[src/rtl/core/single_to_half_convert_top_macros.svh]
// Assertion macros shared by the single-to-half decode, pack and top modules.
`ifndef SINGLE_TO_HALF_CONVERT_TOP_MACROS_SVH
`define SINGLE_TO_HALF_CONVERT_TOP_MACROS_SVH

// Plain property, clocked on clk_i and disabled while rst_ni is low.
`define S2H_ASSERT(label, prop, msg) \
  label: assert property (@(posedge clk_i) disable iff (!rst_ni) (prop)) \
    else $error(msg);

// Same-cycle implication.
`define S2H_ASSERT_IMPL(label, ante, cons, msg) \
  label: assert property (@(posedge clk_i) disable iff (!rst_ni) (ante) |-> (cons)) \
    else $error(msg);

// Next-cycle implication.
`define S2H_ASSERT_NEXT(label, ante, cons, msg) \
  label: assert property (@(posedge clk_i) disable iff (!rst_ni) (ante) |=> (cons)) \
    else $error(msg);

`endif

[src/rtl/core/s2h_pkg.sv]
// Shared types and constants for the single-to-half precision converter.
`timescale 1ns / 1ps

package s2h_pkg;

  // Field widths of the two formats.
  localparam int unsigned SglW      = 32;
  localparam int unsigned SglExpW   = 8;
  localparam int unsigned SglMantW  = 23;
  localparam int unsigned HalfW     = 16;
  localparam int unsigned HalfExpW  = 5;
  localparam int unsigned HalfMantW = 10;
  localparam int unsigned ShamtW    = 4;

  // Exponent field thresholds of the single input.
  localparam logic [SglExpW-1:0] EXP_SPECIAL  = 8'hFF;
  localparam logic [SglExpW-1:0] EXP_OVF      = 8'd143;
  localparam logic [SglExpW-1:0] EXP_NORM_MIN = 8'd113;
  localparam logic [SglExpW-1:0] EXP_SUB_MIN  = 8'd102;
  localparam logic [SglExpW-1:0] REBIAS       = 8'd112;

  // Half-precision patterns without the sign.
  localparam logic [HalfW-2:0]     HALF_INF  = 15'h7C00;
  localparam logic [HalfMantW-1:0] HALF_QNAN = 10'h200;
  localparam logic [HalfExpW-1:0]  HALF_EXP_ALL_ONES = 5'h1F;

  // Result class decided at decode time.
  typedef enum logic [1:0] {
    CLS_FINITE,
    CLS_ZERO,
    CLS_INF,
    CLS_NAN
  } cls_e;

  // Decode stage payload.
  typedef struct packed {
    logic                  sign;
    cls_e                  cls;
    logic [HalfExpW-1:0]   exp;
    logic [ShamtW-1:0]     shamt;
    logic [SglMantW-1:0]   mant;
  } dec_t;

  // Shift stage payload: the aligned significand ready for rounding.
  typedef struct packed {
    logic                  sign;
    cls_e                  cls;
    logic [HalfExpW-1:0]   exp;
    logic [SglMantW-1:0]   sig;
  } sig_t;

endpackage

[src/rtl/core/s2h_decode.sv]
// Stage one: classifies the single input and rebiases its exponent.
`timescale 1ns / 1ps

`include "single_to_half_convert_top_macros.svh"

module s2h_decode (
  input  logic                          clk_i,
  input  logic                          rst_ni,
  input  logic                          in_valid_i,
  output logic                          in_ready_o,
  input  logic [s2h_pkg::SglW-1:0]      single_bits_i,
  output logic                          out_valid_o,
  input  logic                          out_ready_i,
  output s2h_pkg::dec_t                 out_o
);

  logic                            valid_q;
  logic                            load;
  logic [s2h_pkg::SglExpW-1:0]     exp_fld;
  logic [s2h_pkg::SglMantW-1:0]    mant;
  logic [s2h_pkg::SglExpW-1:0]     exp_reb;
  logic [s2h_pkg::SglExpW-1:0]     sub_sh;
  s2h_pkg::dec_t                   dec_d;
  s2h_pkg::dec_t                   dec_q;

  // The stage takes a transaction when it is empty or drains this cycle.
  assign in_ready_o  = !valid_q || out_ready_i;
  assign load        = in_valid_i && in_ready_o;
  assign out_valid_o = valid_q;
  assign out_o       = dec_q;

  // Classify by exponent range; subnormal results get a right shift.
  always_comb begin
    exp_fld = single_bits_i[s2h_pkg::SglW-2:s2h_pkg::SglMantW];
    mant    = single_bits_i[s2h_pkg::SglMantW-1:0];
    exp_reb = exp_fld - s2h_pkg::REBIAS;
    sub_sh  = s2h_pkg::EXP_NORM_MIN - exp_fld;

    dec_d       = '0;
    dec_d.sign  = single_bits_i[s2h_pkg::SglW-1];
    dec_d.mant  = mant;
    dec_d.cls   = s2h_pkg::CLS_ZERO;
    if (exp_fld == s2h_pkg::EXP_SPECIAL) begin
      dec_d.cls = (mant != '0) ? s2h_pkg::CLS_NAN : s2h_pkg::CLS_INF;
    end else if (exp_fld >= s2h_pkg::EXP_OVF) begin
      dec_d.cls = s2h_pkg::CLS_INF;
    end else if (exp_fld >= s2h_pkg::EXP_NORM_MIN) begin
      dec_d.cls = s2h_pkg::CLS_FINITE;
      dec_d.exp = exp_reb[s2h_pkg::HalfExpW-1:0];
    end else if (exp_fld >= s2h_pkg::EXP_SUB_MIN) begin
      dec_d.cls   = s2h_pkg::CLS_FINITE;
      dec_d.shamt = sub_sh[s2h_pkg::ShamtW-1:0];
    end
  end

  // Valid bit.
  always_ff @(posedge clk_i or negedge rst_ni) begin
    if (!rst_ni) begin
      valid_q <= 1'b0;
    end else if (in_ready_o) begin
      valid_q <= in_valid_i;
    end
  end

  // Payload register.
  always_ff @(posedge clk_i) begin
    if (load) begin
      dec_q <= dec_d;
    end
  end

  // A subnormal result always needs a shift of one to eleven places.
  `S2H_ASSERT_IMPL(a_sub_shamt, valid_q && dec_q.cls == s2h_pkg::CLS_FINITE && dec_q.exp == '0, dec_q.shamt >= 4'd1 && dec_q.shamt <= 4'd11, "subnormal shift out of range")

endmodule

[src/rtl/core/s2h_shift.sv]
// Stage two: aligns the significand for subnormal results.
`timescale 1ns / 1ps

module s2h_shift (
  input  logic            clk_i,
  input  logic            rst_ni,
  input  logic            in_valid_i,
  output logic            in_ready_o,
  input  s2h_pkg::dec_t   in_i,
  output logic            out_valid_o,
  input  logic            out_ready_i,
  output s2h_pkg::sig_t   out_o
);

  logic                          valid_q;
  logic                          load;
  logic                          hidden;
  logic [s2h_pkg::SglMantW:0]    sig_full;
  s2h_pkg::sig_t                 sig_d;
  s2h_pkg::sig_t                 sig_q;

  assign in_ready_o  = !valid_q || out_ready_i;
  assign load        = in_valid_i && in_ready_o;
  assign out_valid_o = valid_q;
  assign out_o       = sig_q;

  // Subnormal results carry the hidden bit into the shifted significand.
  // Normal and special values pass with a shift of zero.
  always_comb begin
    hidden       = (in_i.exp == '0);
    sig_full     = {hidden, in_i.mant} >> in_i.shamt;
    sig_d.sign   = in_i.sign;
    sig_d.cls    = in_i.cls;
    sig_d.exp    = in_i.exp;
    sig_d.sig    = sig_full[s2h_pkg::SglMantW-1:0];
  end

  // Valid bit.
  always_ff @(posedge clk_i or negedge rst_ni) begin
    if (!rst_ni) begin
      valid_q <= 1'b0;
    end else if (in_ready_o) begin
      valid_q <= in_valid_i;
    end
  end

  // Payload register.
  always_ff @(posedge clk_i) begin
    if (load) begin
      sig_q <= sig_d;
    end
  end

endmodule

[src/rtl/core/s2h_pack.sv]
// Stage three: rounds, packs the half pattern and holds the output register.
`timescale 1ns / 1ps

`include "single_to_half_convert_top_macros.svh"

module s2h_pack (
  input  logic                        clk_i,
  input  logic                        rst_ni,
  input  logic                        in_valid_i,
  output logic                        in_ready_o,
  input  s2h_pkg::sig_t               in_i,
  output logic                        out_valid_o,
  input  logic                        out_ready_i,
  output logic [s2h_pkg::HalfW-1:0]   half_bits_o
);

  localparam int unsigned DropW = s2h_pkg::SglMantW - s2h_pkg::HalfMantW;

  logic                              valid_q;
  logic                              load;
  logic [s2h_pkg::HalfMantW-1:0]     top;
  logic [s2h_pkg::HalfMantW:0]       rounded;
  logic [s2h_pkg::HalfW-2:0]         body;
  logic [s2h_pkg::HalfW-1:0]         half_d;
  logic [s2h_pkg::HalfW-1:0]         half_q;

  assign in_ready_o  = !valid_q || out_ready_i;
  assign load        = in_valid_i && in_ready_o;
  assign out_valid_o = valid_q;
  assign half_bits_o = half_q;

  // Round half up on the dropped bits. A carry out of the mantissa
  // lands in the exponent by the addition, which also turns the largest
  // finite range into infinity and the largest subnormal into a normal.
  always_comb begin
    top     = in_i.sig[s2h_pkg::SglMantW-1:DropW];
    rounded = {1'b0, top} + {{s2h_pkg::HalfMantW{1'b0}}, in_i.sig[DropW-1]};
    body    = {in_i.exp, {s2h_pkg::HalfMantW{1'b0}}}
            + {{(s2h_pkg::HalfExpW-1){1'b0}}, rounded};
    case (in_i.cls)
      s2h_pkg::CLS_FINITE: half_d = {in_i.sign, body};
      s2h_pkg::CLS_ZERO:   half_d = '0;
      s2h_pkg::CLS_INF:    half_d = {in_i.sign, s2h_pkg::HALF_INF};
      s2h_pkg::CLS_NAN: begin
        // Keep the top payload bits; force a quiet bit when they are all zero.
        half_d = {in_i.sign, s2h_pkg::HALF_EXP_ALL_ONES,
                  (top != '0) ? top : s2h_pkg::HALF_QNAN};
      end
      default:             half_d = '0;
    endcase
  end

  // Valid bit.
  always_ff @(posedge clk_i or negedge rst_ni) begin
    if (!rst_ni) begin
      valid_q <= 1'b0;
    end else if (in_ready_o) begin
      valid_q <= in_valid_i;
    end
  end

  // Output register.
  always_ff @(posedge clk_i) begin
    if (load) begin
      half_q <= half_d;
    end
  end

  // A NaN stays a NaN, and underflow always gives plus zero.
  `S2H_ASSERT_NEXT(a_nan_kept, load && in_i.cls == s2h_pkg::CLS_NAN, half_q[14:10] == s2h_pkg::HALF_EXP_ALL_ONES && half_q[9:0] != '0, "NaN lost its payload")
  `S2H_ASSERT_NEXT(a_zero_plus, load && in_i.cls == s2h_pkg::CLS_ZERO, half_q == '0, "underflow did not give plus zero")

endmodule

[src/rtl/core/single_to_half_convert_top.sv]
// Top level of the binary32 to binary16 converter pipeline.
//
//   Channel   Direction  Handshake                 Payload
//   input     in         in_valid_i / in_ready_o   single_bits_i [31:0]
//   output    out        out_valid_o / out_ready_i half_bits_o   [15:0]
//
// A result passes the decode, shift and pack registers before it is offered.
// One transaction per cycle is sustained unless the output stalls; the three
// stages (decode, significand shift, round and pack) each hold one transaction.
// Reset clears only the stage valid bits; payload registers are not reset.
// Each stage takes a new transaction when it is empty or drains in the same
// cycle, so a stall at the output backs up stage by stage and nothing is lost.
`timescale 1ns / 1ps

`include "single_to_half_convert_top_macros.svh"

module single_to_half_convert_top (
  input  logic                        clk_i,
  input  logic                        rst_ni,
  input  logic                        in_valid_i,
  output logic                        in_ready_o,
  input  logic [s2h_pkg::SglW-1:0]    single_bits_i,
  output logic                        out_valid_o,
  input  logic                        out_ready_i,
  output logic [s2h_pkg::HalfW-1:0]   half_bits_o
);

  logic           dec_valid;
  logic           dec_ready;
  s2h_pkg::dec_t  dec;
  logic           sig_valid;
  logic           sig_ready;
  s2h_pkg::sig_t  sig;

  // Decode stage.
  s2h_decode u_decode (
    .clk_i         (clk_i),
    .rst_ni        (rst_ni),
    .in_valid_i    (in_valid_i),
    .in_ready_o    (in_ready_o),
    .single_bits_i (single_bits_i),
    .out_valid_o   (dec_valid),
    .out_ready_i   (dec_ready),
    .out_o         (dec)
  );

  // Shift stage.
  s2h_shift u_shift (
    .clk_i       (clk_i),
    .rst_ni      (rst_ni),
    .in_valid_i  (dec_valid),
    .in_ready_o  (dec_ready),
    .in_i        (dec),
    .out_valid_o (sig_valid),
    .out_ready_i (sig_ready),
    .out_o       (sig)
  );

  // Round and pack stage with the output register.
  s2h_pack u_pack (
    .clk_i       (clk_i),
    .rst_ni      (rst_ni),
    .in_valid_i  (sig_valid),
    .in_ready_o  (sig_ready),
    .in_i        (sig),
    .out_valid_o (out_valid_o),
    .out_ready_i (out_ready_i),
    .half_bits_o (half_bits_o)
  );

  // The input can only be held off when every stage is full and the
  // output is stalled.
  `S2H_ASSERT_IMPL(a_stall_source, !in_ready_o, out_valid_o && !out_ready_i && dec_valid && sig_valid, "input stalled without output backpressure")

endmodule
[config.mk]
export PLATFORM = sky130hd
export DESIGN_NAME = single_to_half_convert_top
export DESIGN_NICKNAME = d
export VERILOG_FILES = /design/src/rtl/core/s2h_pkg.sv /design/src/rtl/core/s2h_decode.sv /design/src/rtl/core/s2h_shift.sv /design/src/rtl/core/s2h_pack.sv /design/src/rtl/core/single_to_half_convert_top.sv
export VERILOG_INCLUDE_DIRS = /design/src /design/src/rtl/core
export SDC_FILE = /design/constraint.sdc
export NUM_CORES = 1
export LEC_CHECK = 0
export ABC_CLOCK_PERIOD_IN_PS = 1750
export BUFFER_PORTS_ARGS = -buffer_cell sky130_fd_sc_hd__buf_2
export CAP_MARGIN = 20
export CORE_AREA = 8 8 98 100
export CTS_CLUSTER_SIZE = 24
export DETAILED_ROUTE_END_ITERATION = 7
export DIE_AREA = 0 0 106 108
export MAX_ROUTING_LAYER = met4
export PLACE_DENSITY = 0.72
export SLEW_MARGIN = 20
export SYNTH_ARGS = -nofsm -noshare
export SYNTH_HDL_FRONTEND = slang
export SYNTH_SLANG_ARGS = --single-unit
[constraint.sdc]
create_clock -name clk_i -period 1.75 [get_ports clk_i]
set_clock_uncertainty 0.2 [all_clocks]
set_input_delay 0.0875 -clock clk_i [delete_from_list [all_inputs] [get_ports clk_i]]
set_output_delay 0.0875 -clock clk_i [all_outputs]
set_load 0.02 [all_outputs]
# ---- Word level (Yosys, flattened, before mapping)
# Index checks and enable logic that the tools add are counted.
dict set report word_totals {
  reg_bits 85
  output_inout_bits 18
  inputBits 36
  word_cells 49
}
dict set report classes {
  order_cmp 3
  mux 7
  shift 1
  add_sub_neg 4
  n_eq_ne 4
  n_reduce_logical 15
  bitwise 2
}
# op count
set op_table {}
lappend op_table {{case mux 16 bit (4 select lines)} 1}
lappend op_table {{right shift 24 x 4 -> 23 bit} 1}
lappend op_table {{nonzero test 23 bit} 1}
lappend op_table {{greater-or-equal comparator 8 x 7 -> 1 bit, second input constant} 2}
lappend op_table {{adder 15 x 11 -> 15 bit} 1}
lappend op_table {{adder 10 x 1 -> 11 bit} 1}
lappend op_table {{2-to-1 mux 10 bit} 1}
lappend op_table {{nonzero test 10 bit} 1}
lappend op_table {{equality test 8 bit, second input constant} 1}
lappend op_table {{greater-or-equal comparator 8 bit, second input constant} 1}
lappend op_table {{logical NOT 5 bit} 1}
lappend op_table {{subtractor 5 bit, second input constant} 1}
lappend op_table {{equality test 2 bit, second input constant} 2}
lappend op_table {{2-to-1 mux 2 bit} 2}
lappend op_table {{OR reduction 4 bit} 1}
lappend op_table {{subtractor 1 x 4 -> 4 bit, first input constant} 1}
lappend op_table {{logical AND 1 bit} 3}
lappend op_table {{logical NOT 1 bit} 3}
lappend op_table {{logical OR 1 bit} 3}
lappend op_table {{2-to-1 mux 1 bit} 3}
lappend op_table {{OR reduction 3 bit} 1}
lappend op_table {{equality test 2 x 1 -> 1 bit, second input constant} 1}
lappend op_table {{logical NOT 2 bit} 1}
lappend op_table {{inverter 1 bit} 2}

# ---- Logic depth before layout (Yosys ltp)
dict set report depth {
  depth_word 5
  depth_mapped 6
  mapped_depth_nobuf 6
}

# ---- By module
# A second synthesis with hierarchy kept.
dict set report unflattened {
  cells_unflattened 338
  area_unflattened_um2 4484.3
}
# mod seq_area_each_um2 n_inst cells_each area_per_inst_um2
set by_module_without_submodules {}
lappend by_module_without_submodules {s2h_shift 955.9 1 161 2098.3}
lappend by_module_without_submodules {s2h_decode 1076.0 1 81 1352.5}
lappend by_module_without_submodules {s2h_pack 505.5 1 96 1033.5}

# ---- Least setup slack after synthesis
# No wires, ideal clock.
dict set report synth_path {
  path_kind {register to register}
  from {register u_pack.valid_q, in the netlist u_pack.out_valid_o}
  to {register u_decode.dec_q (netlist bit u_decode.out_o[12]), enable pin}
  arrival_ns 1.479
  synth_period_minus_slack_ns 2.061
  n_path_buf 0
  setup_ns 0.382
  slack_ns -0.311
  stages_incl_launch_ff 4
  t_required_ns 1.168
  path_cell_list {dfrtp_1 > nor2b_1 > nand3_1 > and2_1}
}
dict set report synth_via {
  elab_chain_cells 5
}
# element line_no
set synth_lines {}
lappend synth_lines {{start: declaration} s2h_pack.sv:19} ;# logic valid_q;
lappend synth_lines {{start signal: assignment} s2h_pack.sv:58} ;# valid_q <= in_valid_i;
lappend synth_lines {{logical NOT 1 bit} s2h_pack.sv:27} ;# assign in_ready_o = !valid_q || out_ready_i;
lappend synth_lines {{logical OR 1 bit} s2h_pack.sv:27}
lappend synth_lines {{logical OR 1 bit} s2h_shift.sv:22} ;# assign in_ready_o = !valid_q || out_ready_i;
lappend synth_lines {{logical OR 1 bit} s2h_decode.sv:27} ;# assign in_ready_o = !valid_q || out_ready_i;
lappend synth_lines {{named net in_ready_o} single_to_half_convert_top.sv:21} ;# output logic in_ready_o,
lappend synth_lines {{logical AND 1 bit} s2h_decode.sv:28} ;# assign load = in_valid_i && in_ready_o;
lappend synth_lines {{named net u_decode.load} s2h_decode.sv:18} ;# logic load;
lappend synth_lines {{end signal: assignment} s2h_decode.sv:68} ;# dec_q <= dec_d;
lappend synth_lines {{end: declaration} s2h_decode.sv:24} ;# s2h_pkg::dec_t dec_q;
# The timed path passes the listed nets, and every way through them passes these cells.
# A chain may end at the register's enable or synchronous reset.

# ---- Worst setup path after layout
dict set report layout_path {
  from {register u_decode.dec_q (netlist bit u_decode.out_o[23])}
  to {register u_shift.sig_q (netlist bit u_shift.out_o[14]) (data pin)}
}
dict set report layout_via {
  elab_chain_cells 1
}
# element line_no
set layout_lines {}
lappend layout_lines {{right shift 24 x 4 -> 23 bit} s2h_shift.sv:31} ;# sig_full = {hidden, in_i.mant} >> in_i.shamt;
lappend layout_lines {{named net u_shift.sig_full, one bit} s2h_shift.sv:18} ;# logic [s2h_pkg::SglMantW:0] sig_full;
lappend layout_lines {{end signal: assignment} s2h_shift.sv:50} ;# sig_q <= sig_d;
lappend layout_lines {{end: declaration} s2h_shift.sv:20} ;# s2h_pkg::sig_t sig_q;
# The timed path passes the listed nets, and every way through them passes these cells.

==> impl_summary.md <==
Detailed routing
The number of optimization iterations in the first detailed-route pass is 5. For this block, the initial DRC count from the detailed router was 74. The number of remaining DRC errors is 0.

Across all layers, the routed design uses 2334 vias. The post-detailed-route via-to-cell ratio is 5.01. Dividing the detail-routed wire length by the instance count gives 13.7 microns. The wire length reported by the detailed router is 6370 microns. The number of nets still failing antenna checks after routing is 0.

Place
The pre-CTS setup slack is -0.0893 ns. Once placement finished, the instance area stood at approximately 0.0037 sq mm. In this run the tool buffered the top-level ports with 53 buffer cells. In this run, placement finished with an instance count of 420. After legalization and detailed placement, the total HPWL measured 4540 microns. At the end of routability-driven placement, the weighted congestion stood at about 0.86.

GRT
For this run, the total global-route usage over all layers was measured as 0.117. The number of antenna violations at the first check in global routing is 0. Entering global routing, the biggest net connects 24 pins. The first-pass GRT wire length is about 10000 microns. The remaining global-route overflow is 0. The via count of the first global-routing pass came to 2390.

Power and ir drop
Of the total power, registers draw 0.479. The switching power of the nets is about 0.001 W. The power per unit of standard cell area is 908 mW/mm^2.

Of the total power, the share spent switching nets is 0.256. The share of total power dissipated in combinational logic is 0.183. The clock network fraction of total power is 0.337. Summing internal, switching and leakage power gives just under 0.004 W.

The static power due to leakage is 1.61 nW. The internal power consumption is 0.00291 W. The worst ir drop on vdd is 562 uV.

CTS
Clock tree synthesis selected as its root buffer the cell clkbuf_8. TritonCTS built the clock tree. The clock tree synthesis step divided the H-tree into 3 levels. The longest clock path from root to sink contains 2 buffers. The clock drives 61 sinks. At the later pin of the worst-skew pair, clock insertion delay measures 0.33 ns. Buffers inserted during clock tree synthesis total 9. The register clock-pin slew on the reported worst setup and hold paths is about 0.060 ns.

Setup path
The launching instance or port of the critical path is u_decode.out_o[23]. The startpoint type of the worst setup path is a flip-flop. The worst setup path is captured at a flip-flop.

The worst setup path is of the reg2reg kind. STA puts the critical path data required time at between 1.5 and 2 ns. In this run the critical register-to-register path is launched from u_decode.out_o[23]. At the worst endpoint, the arrival time is 1.68 ns. Of all nets on the critical path, the largest fanout is 6.

Timing
The highest achievable clock rate is 555 MHz. The time the final worst path needs with I/O delays and setup is about 1.8 ns. The part of the cycle the worst path needs is 1.03. At the pin with the least slew margin, the transition time is around 0.4 ns. The total negative setup slack is -0.188 ns. The number of max-slew violations in the final report is 0. The number of failing setup endpoints in the final timing report is 7. The headroom to the max-slew limit is 0.735. The final number of hold-violating endpoints is 0. Setup repair after global routing could not meet its margin everywhere. In the post-route analysis, the smallest setup slack over all paths is -0.0527 ns.

Synth
The flip-flop cell with the highest count after synthesis is edfxtp_1. After synthesis, the mean cell area works out to 12.5 sq um. The register area share after synthesis is 0.586. During synthesis, Yosys emitted a total of 0 warnings. For this run, asynchronously set or reset flops after synthesis account for 0.0492. The net count of the mapped netlist is approximately 290.

Counting flops with a built-in enable in the synthesized netlist gives 58. The synthesized instance count is 249. Yosys mapped the design onto 52 distinct sky130hd cell types. The synthesized design contains approximately 60 register bits. The synthesized cell area is 0.00310 sq mm.

Finish
Leaving out fill and tap cells, the most frequent cells in the layout are edfxtp_1, buf_2, buf_4, dlygate4sd3_1. The fraction of layout instances using a drive strength above 1 is 0.377. The leading cell type in the layout, fill and taps excluded is edfxtp_1. The total inserted antenna cells is 0. The footprint of the multi-input gates is 0.00138 sq mm. The count of fill cells added during filler insertion is 668. The layout overhead on the synthesized area is 38.8%. After the last flow step, the layout net total stands at ~400. The number of standard cells in the final layout excluding fillers is ~470. The post-route cell area is 0.00430 sq mm. The area of all sequential standard cells is around 0.0018 sq mm.

Floorplan
The vertical die dimension is 108 microns. The count of standard-cell rows is 33. The area of the die is 0.0114 sq mm. The total core area is 0.00805 sq mm. In this run the horizontal extent of the chip is 106 microns. The count of boundary I/O pins is 54.

For this configuration, the core starts out at a cell density of 0.385.

Run
Across the run, the number of max-cap violations was 0.

Status
The flow ran to the end, but the final reports show violations. The checks that failed: setup timing.

Min path
The tightest min-delay check is of the in2reg type. The start point of the worst hold path is single_bits_i[27].
-- final cells by class --
type,instances,share of cell area
multi-input combinational,171,0.322
inverter,7,0.00610
clock inverter,5,0.0174
sequential,61,0.422
clock buffer,11,0.0305
tap,105,0.0305
timing repair buffer,106,0.172
-- power groups by stage --
| stage | registers [W] | clock network [W] | logic (W) |
|---|---|---|---|
| floorplan | 0.00194 | 0 | 0.000333 |
| global placement | 0.00189 | 0 | 0.000603 |
| CTS | 0.00187 | 0.00135 | 0.000664 |
| detailed placement | 0.00190 | 0 | 0.000613 |
| finish | 0.00187 | 0.00132 | 0.000717 |
| global route | 0.00189 | 0.00140 | 0.000786 |
-- path summary, 6_finish.rpt --
check	endpoint	depth (start not counted)	slack, ns
worst max register to register	u_shift.out_o[14]	3	-0.05
max in group asynchronous	u_pack.out_valid_o	3	0.76
worst min-delay path	u_decode.out_o[32]	3	0.02
min in group asynchronous	u_decode.out_valid_o	3	0.44
worst min register to register	u_shift.out_o[28]	0	0.21
worst max-delay path	u_shift.out_o[14]	3	-0.05
-- critical path, cell delays in order (launching register included) --
cell	delay, ns
edfxtp_1	0.52
mux4_2	0.57
a22oi_2	0.18
o21ai_1	0.09
-- layer usage --
metal,GRT usage,part of all wire
met5,-,0
met4,0.0724,0.025
met3,0.0303,0.057
met2,0.197,0.50
met1,0.122,0.42
-- cell families (layout without fill, tap and decap cells) --
logic type	Yosys count	after routing	synth area share
DFF	61	61	0.586
adders and majority gates	4	4	0.0161
muxes	12	12	0.0593
buffers and inverters	17	129	0.0250
xor gates and xnor gates	9	9	0.0254
AOI/OAI and AO/OA	52	52	0.110
and+or+nand+nor	94	94	0.178
-- flip-flops by register name, summed over array words and instances, names as in the netlist --
register and flops:
u_decode.out_o 23, u_shift.out_valid_o 1, u_shift.out_o 19, u_pack.out_valid_o 1, u_decode.out_valid_o 1, u_pack.half_bits_o 16
-- synth_stat cells (3+ instances only) --
master / number / area, sq um
inv_1: 7 / 26.3
nand3_1: 9 / 45.0
buf_2: 5 / 25.0
nor4_1: 10 / 62.6
and3_1: 5 / 31.3
and2_1: 5 / 31.3
xnor2_1: 8 / 70.1
a31oi_1: 6 / 37.5
clkbuf_1: 3 / 11.3
nand2b_1: 7 / 43.8
nand2_1: 16 / 60.1
nor2b_1: 4 / 25.0
dfrtp_1: 3 / 75.1
mux4_2: 5 / 113
o21ai_1: 12 / 60.1
edfxtp_1: 58 / 1740
ha_1: 4 / 50.1
o21ai_0: 5 / 25.0
nand4_1: 5 / 31.3
nor3_1: 5 / 25.0
mux2i_1: 6 / 60.1
nor2_1: 16 / 60.1
nor4_2: 4 / 50.1
a21oi_1: 5 / 25.0
-- through the flow --
step / util / hold WS, ns
3_3_place_gp: 0.457 / -0.317
4_1_cts: 0.515 / 0.00119
2_1_floorplan: - / -0.408
3_5_place_dp: 0.457 / -0.310
5_1_grt: 0.535 / 0.0441
6_report: 0.535 / 0.0198
-- timing repair --
| action | CTS | global route |
|---|---|---|
| hold endpoints to repair | 29 | 0 |
| hold buffers | 24 | 0 |
| buffers inserted | 0 | 6 |
| endpoints found under the setup margin | 11 | 23 |
| gates resized for setup | 6 | 22 |
| pin swaps | 5 | 13 |
No activity file was read; power rests on OpenSTA's default activity.
